File: config.mk
export PLATFORM = sky130hd
export DESIGN_NAME = dehr_datapath
export DESIGN_NICKNAME = d
export VERILOG_FILES = /design/src/design/dehr_pkg.sv /design/src/design/dehr_datapath.sv
export SDC_FILE = /design/constraint.sdc
export NUM_CORES = 1
export LEC_CHECK = 0
export ABC_AREA = 1
export ABC_CLOCK_PERIOD_IN_PS = 7140
export BUFFER_PORTS_ARGS = -buffer_cell sky130_fd_sc_hd__buf_2
export CAP_MARGIN = 20
export CORE_AREA = 2 2 210 212
export DETAILED_ROUTE_END_ITERATION = 16
export DIE_AREA = 0 0 212 214
export GPL_TIMING_DRIVEN = 0
export HOLD_SLACK_MARGIN = 0.1
export MAX_ROUTING_LAYER = met4
export REMOVE_ABC_BUFFERS = 1
export SLEW_MARGIN = 25
export SYNTH_ARGS = -nofsm -noshare
export SYNTH_HDL_FRONTEND = slang
export SYNTH_SLANG_ARGS = --single-unit
File: constraint.sdc
create_clock -name clock -period 7.14 [get_ports clock]
set_clock_uncertainty 0.1 [all_clocks]
set_input_delay 1.785 -clock clock [delete_from_list [all_inputs] [get_ports clock]]
set_output_delay 1.785 -clock clock [all_outputs]
set_load 0.02 [all_outputs]
File: src/design/dehr_pkg.sv
// Shared types and constants for the duplicate-suppressing event log.
`timescale 1ns / 1ps
package dehr_pkg;

   // Command codes carried in the request transaction.
   localparam logic [1:0] CMD_RECORD = 2'd0;
   localparam logic [1:0] CMD_READ   = 2'd1;
   localparam logic [1:0] CMD_WIPE   = 2'd2;
   localparam logic [1:0] CMD_NOP    = 2'd3;

   // Configuration register indexes.
   localparam int CSR_INDEX_W = 2;
   localparam logic [CSR_INDEX_W-1:0] CSR_EXEMPT_TYPE = 2'd0;
   localparam logic [CSR_INDEX_W-1:0] CSR_DEDUP_WINDOW = 2'd1;
   localparam int CSR_DATA_W = 16;

   localparam logic [7:0]  EXEMPT_TYPE_RESET  = 8'd0;
   localparam logic [15:0] DEDUP_WINDOW_RESET = 16'd120;

   localparam int ENTRY_W = 120;
   localparam int COUNT_OUT_W = 7;

   typedef struct packed {
      logic [1:0]  command;
      logic [31:0] now_seconds;
      logic [31:0] cumulative_amount;
      logic [7:0]  event_type;
      logic [7:0]  profile_id;
      logic [7:0]  loop_mode_code;
      logic [15:0] temp_percent;
      logic [15:0] rate_value;
      logic [5:0]  read_index;
   } req_type;

   typedef struct packed {
      logic        stored;
      logic        read_valid;
      logic [31:0] entry_time;
      logic [31:0] entry_amount;
      logic [7:0]  entry_type;
      logic [7:0]  entry_profile;
      logic [7:0]  entry_mode;
      logic [15:0] entry_percent;
      logic [15:0] entry_rate;
      logic [6:0]  entry_count;
   } rsp_type;

   // One stored log record, 120 bits.
   typedef struct packed {
      logic [31:0] stamp;
      logic [31:0] amount;
      logic [7:0]  kind;
      logic [7:0]  profile;
      logic [7:0]  mode;
      logic [15:0] percent;
      logic [15:0] rate;
   } log_entry_type;

   // Controller to datapath commands.
   typedef struct packed {
      logic accept;
      logic finish;
   } ctl_cmd_type;

   // Datapath to controller status.
   typedef struct packed {
      logic out_free;
   } ctl_status_type;

endpackage

File: src/design/dehr_datapath.sv
// Datapath: request holding, ring pointers, duplicate check, settings and result register.
`timescale 1ns / 1ps
module dehr_datapath #(
   parameter int LOG_DEPTH = 64
) (
   input  logic                                 clock,
   input  logic                                 reset,
   input  dehr_pkg::ctl_cmd_type                ctl_cmd,
   output dehr_pkg::ctl_status_type             ctl_status,
   input  dehr_pkg::req_type                    req_payload,
   output logic                                 rsp_valid,
   input  logic                                 rsp_stall,
   output dehr_pkg::rsp_type                    rsp_payload,
   input  logic                                 csr_valid,
   input  logic [dehr_pkg::CSR_INDEX_W-1:0]     csr_index,
   input  logic [dehr_pkg::CSR_DATA_W-1:0]      csr_wdata,
   output logic                                 mem_rd_en,
   output logic [$clog2(LOG_DEPTH)-1:0]         mem_rd_addr,
   input  logic [dehr_pkg::ENTRY_W-1:0]         mem_rd_data,
   output logic                                 mem_wr_en,
   output logic [$clog2(LOG_DEPTH)-1:0]         mem_wr_addr,
   output logic [dehr_pkg::ENTRY_W-1:0]         mem_wr_data
);

   localparam int PTR_W = $clog2(LOG_DEPTH);
   localparam int CNT_W = $clog2(LOG_DEPTH + 1);
   localparam int CMP_W = (CNT_W > 6) ? CNT_W : 6;
   localparam int SUM_W = $clog2(2 * LOG_DEPTH + 64) + 1;

   dehr_pkg::req_type       req_ff;
   dehr_pkg::rsp_type       rsp_ff;
   dehr_pkg::rsp_type       rsp_in;
   logic                    rsp_valid_ff;
   logic                    rsp_valid_in;
   logic [PTR_W-1:0]        wp_ff;
   logic [PTR_W-1:0]        wp_in;
   logic [CNT_W-1:0]        cnt_ff;
   logic [CNT_W-1:0]        cnt_in;
   logic [7:0]              exempt_ff;
   logic [15:0]             window_ff;

   logic [5:0]              back;
   logic [SUM_W-1:0]        slot_sum;
   logic [PTR_W-1:0]        slot;
   dehr_pkg::log_entry_type last;
   dehr_pkg::log_entry_type new_entry;
   logic [31:0]             elapsed;
   logic                    same_fields;
   logic                    is_dup;
   logic                    is_record;
   logic                    is_read;
   logic                    is_wipe;
   logic                    do_store;
   logic                    read_ok;

   // Lookup address: the newest entry for a record, read_index back for a read.
   always_comb begin
      back     = (req_payload.command == dehr_pkg::CMD_READ) ? req_payload.read_index : 6'd0;
      slot_sum = SUM_W'(wp_ff) + SUM_W'(LOG_DEPTH - 1) - SUM_W'(back);
      if (slot_sum >= SUM_W'(LOG_DEPTH)) begin
         slot = PTR_W'(slot_sum - SUM_W'(LOG_DEPTH));
      end else begin
         slot = PTR_W'(slot_sum);
      end
   end

   assign mem_rd_en   = ctl_cmd.accept;
   assign mem_rd_addr = slot;

   always_comb begin
      last      = dehr_pkg::log_entry_type'(mem_rd_data);
      is_record = (req_ff.command == dehr_pkg::CMD_RECORD);
      is_read   = (req_ff.command == dehr_pkg::CMD_READ);
      is_wipe   = (req_ff.command == dehr_pkg::CMD_WIPE);

      new_entry.stamp   = req_ff.now_seconds;
      new_entry.amount  = req_ff.cumulative_amount;
      new_entry.kind    = req_ff.event_type;
      new_entry.profile = req_ff.profile_id;
      new_entry.mode    = req_ff.loop_mode_code;
      new_entry.percent = req_ff.temp_percent;
      new_entry.rate    = req_ff.rate_value;

      same_fields = (last.kind == new_entry.kind) && (last.profile == new_entry.profile) &&
                    (last.mode == new_entry.mode) && (last.percent == new_entry.percent) &&
                    (last.rate == new_entry.rate);
      // Time running backwards counts as no time elapsed.
      elapsed = (new_entry.stamp >= last.stamp) ? (new_entry.stamp - last.stamp) : 32'd0;
      is_dup  = (cnt_ff != '0) && (new_entry.kind != exempt_ff) && same_fields &&
                (elapsed < {16'd0, window_ff});

      do_store = is_record && !is_dup;
      read_ok  = is_read && (CMP_W'(req_ff.read_index) < CMP_W'(cnt_ff));

      wp_in  = wp_ff;
      cnt_in = cnt_ff;
      if (do_store) begin
         wp_in = (wp_ff == PTR_W'(LOG_DEPTH - 1)) ? '0 : wp_ff + 1'b1;
         if (cnt_ff != CNT_W'(LOG_DEPTH)) begin
            cnt_in = cnt_ff + 1'b1;
         end
      end else if (is_wipe) begin
         wp_in  = '0;
         cnt_in = '0;
      end

      rsp_in               = '0;
      rsp_in.stored        = do_store;
      rsp_in.read_valid    = read_ok;
      if (read_ok) begin
         rsp_in.entry_time    = last.stamp;
         rsp_in.entry_amount  = last.amount;
         rsp_in.entry_type    = last.kind;
         rsp_in.entry_profile = last.profile;
         rsp_in.entry_mode    = last.mode;
         rsp_in.entry_percent = last.percent;
         rsp_in.entry_rate    = last.rate;
      end
      rsp_in.entry_count   = dehr_pkg::COUNT_OUT_W'(cnt_in);
   end

   assign mem_wr_en   = ctl_cmd.finish && do_store;
   assign mem_wr_addr = wp_ff;
   assign mem_wr_data = new_entry;

   assign ctl_status.out_free = !rsp_valid_ff || !rsp_stall;
   assign rsp_valid_in        = ctl_cmd.finish || (rsp_valid_ff && rsp_stall);
   assign rsp_valid           = rsp_valid_ff;
   assign rsp_payload         = rsp_ff;

   always_ff @(posedge clock) begin
      if (reset) begin
         rsp_valid_ff <= 1'b0;
         wp_ff        <= '0;
         cnt_ff       <= '0;
         exempt_ff    <= dehr_pkg::EXEMPT_TYPE_RESET;
         window_ff    <= dehr_pkg::DEDUP_WINDOW_RESET;
      end else begin
         rsp_valid_ff <= rsp_valid_in;
         if (ctl_cmd.finish) begin
            wp_ff  <= wp_in;
            cnt_ff <= cnt_in;
         end
         if (csr_valid) begin
            if (csr_index == dehr_pkg::CSR_EXEMPT_TYPE) begin
               exempt_ff <= csr_wdata[7:0];
            end else if (csr_index == dehr_pkg::CSR_DEDUP_WINDOW) begin
               window_ff <= csr_wdata;
            end
         end
      end
   end

   always_ff @(posedge clock) begin
      if (ctl_cmd.accept) begin
         req_ff <= req_payload;
      end
      if (ctl_cmd.finish) begin
         rsp_ff <= rsp_in;
      end
   end

endmodule

[Yosys cells after proc, flatten, opt, wreduce, memory -nomap -nowiden]
Index checks and enable logic that the tools add are counted.
Storage, ports and cells
  word-level logic and storage cells: 79
  ROM bits: 0
  RAM bits: 0
  input bits: 272
  output and inout port bits: 265
  bits in registers: 295
  bits in latches: 0
  memories kept: 0
Operators by class
  reduce and logical (&&, ||, !) cells: 23
  shift operators: 0
  equality and inequality tests: 12
  $lt $le $gt $ge: 4
  bitwise logic cells: 1
  multiply operators: 0
  add/sub/neg operators: 6
  multiplexer cells: 9
  divide/modulo/power cells: 0
Operators with widths (number)
  16-bit == test: 2
  32-bit >= comparator: 1
  32-bit by 16-bit < comparator with 1-bit output: 1
  32-bit 2-to-1 mux: 1
  32-bit subtractor: 1
  6-bit 2-to-1 mux: 5
  8-bit == test: 3
  7-bit 2-to-1 mux: 3
  1-bit logical AND: 11
  9-bit by 7-bit >= comparator with 1-bit output, second input constant: 1
  8-bit inequality test: 1
  7-bit by 6-bit subtractor with 8-bit output: 1
  6-bit by 6-bit adder with 7-bit output, second input constant: 1
  7-bit by 1-bit adder with 7-bit output, second input constant: 1
  6-bit by 7-bit < comparator with 1-bit output: 1
  7-bit inequality test, second input constant: 1
  7-bit nonzero test: 1
  6-bit by 1-bit adder with 6-bit output, second input constant: 1
  2-bit by 1-bit == test with 1-bit output, second input constant: 3
  6-bit == test, second input constant: 1
  6-bit by 1-bit subtractor with 6-bit output, second input constant: 1
  2-bit logical NOT: 2
  2-bit AND reduction: 2
  1-bit logical NOT: 3
  5 further kinds: 6

[Longest topological paths before layout]
  depth after elaboration: 11
  depth in mapped cells: 32
  mapped depth without buffers: 31

[Worst setup path before layout]
Ideal clock, no wire load.
  path type: input to output
  from: input mem_rd_data[88] (netlist name)
  to: output mem_wr_en
  path buffers: 1
  cell stages on the path: 27
  path slack: 0.390 ns
  arrival: 4.865 ns
  required time: 5.255 ns
  cell sequence: ha_1 > inv_1 > fa_1 > nand2_1 > nand2_1 > nand3_1 > nand2_1 > nand2_1 > nand3_1 > nand2_2 > nand2_4 > inv_1 > clkbuf_1 > nor2_1 > ha_1 > nand2_1 > inv_1 > o21ai_0 > nand4_1 > nor3_1 > nand2_1 > nor2_1 > nand4_1 > nor3_4 > nand2_1 > nand2_2 > nor2_4
Between the ends
  cells in the longest elaborated chain, start to end: 7
  elaborated cells on any way between the ends: 8
  classes of those cells: add/sub: 1; order compare: 2; mux: 1; reduce/logical: 4
Ends and longest elaborated chain
  start: declaration: line dehr_datapath.sv:19  | input logic [dehr_pkg::ENTRY_W-1:0] mem_rd_data,
  32-bit subtractor / 32-bit >= comparator (equally long branches): line dehr_datapath.sv:88  | elapsed = (new_entry.stamp >= last.stamp) ? (new_entry.stamp - last.stamp) : 32'd0;
  32-bit 2-to-1 mux *: line dehr_datapath.sv:88
  32-bit by 16-bit < comparator with 1-bit output *: line dehr_datapath.sv:90  | (elapsed < {16'd0, window_ff});
  1-bit logical AND *: line dehr_datapath.sv:89  | is_dup = (cnt_ff != '0) && (new_entry.kind != exempt_ff) && same_fields &&
  1-bit logical NOT *: line dehr_datapath.sv:92  | do_store = is_record && !is_dup;
  1-bit logical AND *: line dehr_datapath.sv:92
  1-bit logical AND *: line dehr_datapath.sv:122  | assign mem_wr_en = ctl_cmd.finish && do_store;
  end: declaration: line dehr_datapath.sv:20  | output logic mem_wr_en,
Mark *: on every way between the ends. The rest lies on a longest branch, timed or not.

[Worst setup path after layout]
  from: input mem_rd_data[103] (netlist name)
  to: output mem_wr_en
Same word-level chain as after synthesis.

==> metrics.txt <==
non-filler cells in the finished layout=roughly 2.7k; pin count of the biggest net entering global routing=89; vias in the first global route=~12k; DRT Pass-1 Iters=5; Pins Over Slew Limit=0; termination of the worst setup path=mem_wr_en; final critical path time including I/O delays and setup=7120 ps; largest vdd supply drop=roughly 0.16 mV; largest incremental delay on the critical path=between 300 and 400 ps; GRT Total Usage=just over 20%; routed wire length=approximately 46000 µm; global placer's final weighted congestion=0.908; worst hold margin=360 ps; Congestion Overflow GR=0; Placed Cells=2581; fmax=about 0.14 GHz; Crit Path Max Fanout=5; antenna violations before repair=13; Largest delay share family, worst path=simple AND/OR/NAND/NOR gates; CP endpoint kind=output pin; area occupied by multi-input gates=between 5000 and 6000 µm²; number of remaining DRC errors=0; Worst R2R Path Depth=27; fraction of layout instances using a drive strength above 1=35.4%; Core Box Area=approximately 43000 µm²; number of different library cells in the post-synthesis netlist=42; Power Dens Cells=236 nW/µm²; Die Span X=212 µm; clock latency on the worst-skew pair=between 500 and 600 ps; slack of the worst reg-to-reg path=about 2600 ps; average wire per standard cell=17.0 µm; CTS tree=done; setup repair after global routing missed its margin=yes; count of nets left with antenna violations after detail routing=0; initial core utilization=between 30% and 40%; max-cap viol count=0; # IOs=537; Die H=~210 µm; total number of placement rows=76; most area-hungry cell type in the Yosys netlist=edfxtp_1; Seq cells post-synth=a little under 300; root buffer selected by CTS=clkbuf_16; CP Launch Point=mem_rd_data[103]; nature of the critical path startpoint=input port; outcome=complete, no violations; commonest register cell after synthesis=edfxtp_1; starting DRC count in detailed routing=between 700 and 800; fin worst setup slack=~16 ps; synthesized instance count=between 1.5k and 2k; cell types occupying the most area after synthesis=edfxtp_1, nand2_1, inv_1; FILL cells=between 4k and 5k; total standard cell area after synthesis=about 15000 µm²; first-pass GRT wire length=between 60000 and 70000 µm; post-place setup slack=-1140 ps; total buffers and inverters traversed by the critical path=7; area growth from synthesis to final layout=29.7%; hold violation total from the final report=0; total number of nets in the final design=between 2k and 2.5k; number of clock sinks=295; final cycle utilization of the critical path=between 90 and 100%; Worst-Margin Slew=between 700 and 800 ps; area enclosed by the die boundary=about 45000 µm²; clock-pin slew on the worst setup and hold paths=60 ps; Lkg Pwr=9.35 nW; cell count along the critical path=26; number of buffers added by the clock tree synthesis step=36; worst path arrival time=about 5200 ps; commonest cells in the synthesized netlist=nand2_1, inv_1, edfxtp_1; Sequential Area=between 8000 and 9000 µm²; Via Count=about 12k; required time at the endpoint of the critical path=between 5000 and 6000 ps; clock tree buffer depth=3; most numerous cell in the Yosys netlist=nand2_1; Hold/Removal Path Class=reg -> reg; master of the slowest instance on the critical path=nor3_4; cell area after layout=19800 µm²; count of buffers inserted at the top-level ports=between 500 and 600; endpoint of the worst register-to-register path=rsp_payload[1]; placed wire-length estimate after detailed placement=34800 µm; Placement Cell Area=~18000 µm²; total of warnings raised by yosys=0; number of enable-type register cells in the synthesized netlist=257; top-area cell type share of the netlist area=about 51%; R2R Path Start=mem_wr_data[88]; drt via density=roughly 4.6; synthesized area per cell=approximately 9.5 µm²; Finish-stage setup viols=0; Slew Limit Headroom=approximately half; critical path class=in -> out; H-Tree Level Count=2; register area share after synthesis=a little under three fifths; FFs w/ async S/R, synth=0%
[cell usage in the layout (no fill, tap or decap), types with 16 or more instances in the layout]
cell type and n:
a21oi_1 50, buf_2 531, buf_4 28, clkbuf_16 38, dfxtp_1 38, edfxtp_1 257
ha_1 28, ha_4 31, inv_1 244, nand2_1 261, nand2_2 16, nand3_1 52
nand4_1 18, nor2_1 224, o21ai_0 45, xnor2_1 24, xor2_1 31
[worst reg2reg max path: stages, from the launching register on]
cell,delay [ps]
edfxtp_1,390
inv_1,120
ha_4,150
inv_4,30
fa_2,360
nand2_2,90
nand2_2,70
nand3_2,70
nand2_2,70
nand2_2,100
nand3_4,100
nand2_4,100
nand2_8,80
clkinvlp_4,110
buf_6,100
buf_4,130
nor2_2,40
ha_1,290
a21oi_1,150
o21a_1,180
o211ai_1,100
nor2_2,100
nand4_1,210
nor3_4,370
buf_4,170
buf_4,100
a21oi_2,180
o2bb2ai_1,210
[cells by family after synthesis]
family / Yosys count / share of synthesized area (%)
compound gates: 155 / 5.81
xor+xnor: 57 / 3.27
fa+ha+maj: 62 / 5.18
buf+inv: 406 / 13.1
flops: 295 / 55.6
simple gates: 626 / 17.0
[final cells by class]
class                   count  share of cell area (%)
flip-flops and latches    295                    42.8
multi-input cells         900                    27.3
diodes                     13                   0.164
inverters                 262                    5.03
well taps                 585                    3.70
repair buffers            570                    15.5
clock buffers              52                    5.07
clock inverters            13                   0.405
[per-stage QoR]
step	setup TNS (ps)	total power, mW	utilization (%)
after CTS	-161	4.67	45.2
final	0	4.67	46.2
after detailed placement	-1140	2.88	41.4
after floorplan	0	2.54	-
after global placement	-1160	2.88	41.2
after global routing	-206	4.90	46.2
[sequential cells by signal (all words and copies together), names as in the netlist]
register and flops:
window_ff 16, mem_wr_data 120, rsp_payload 129, cnt_ff 7, mem_wr_addr 6, rsp_valid 1
req_ff 8, exempt_ff 8
[layer usage]
metal	up-vias	global-route usage, %	routed length, µm	share of wire, %
met3	70	5.01	3390	7.4
met1	5852	24.8	19300	42
li1	6036	-	-	-
met2	456	33.3	22100	48
met4	0	5.12	912	2.0
met5	-	-	0	0
[worst min path at each step]
stage                   from             to  slack [ps]  cells after the start
2_1_floorplan  window_ff[10]  window_ff[10]         340                      2
3_3_place_gp   window_ff[14]  window_ff[14]         350                      2
3_5_place_dp   window_ff[11]  window_ff[11]         360                      2
4_1_cts        window_ff[11]  window_ff[11]         370                      2
5_1_grt        window_ff[11]  window_ff[11]         380                      2
6_report       window_ff[11]  window_ff[11]         360                      2
[report_power, final]
group	internal (mW)	switching, mW	leakage [nW]
clock network	0.982	0.728	0.524
registers	1.99	0.0582	2.93
logic	0.350	0.564	5.89
[what timing repair did]
action                     CTS  global route
gates cloned                 0             0
hold endpoints to repair     0             0
pin swaps                   25            37
setup endpoints to repair    1             1
hold buffers                 0             0
buffers inserted            17            14
gates resized for setup     74            60
Power figures use the tool's default switching activity.
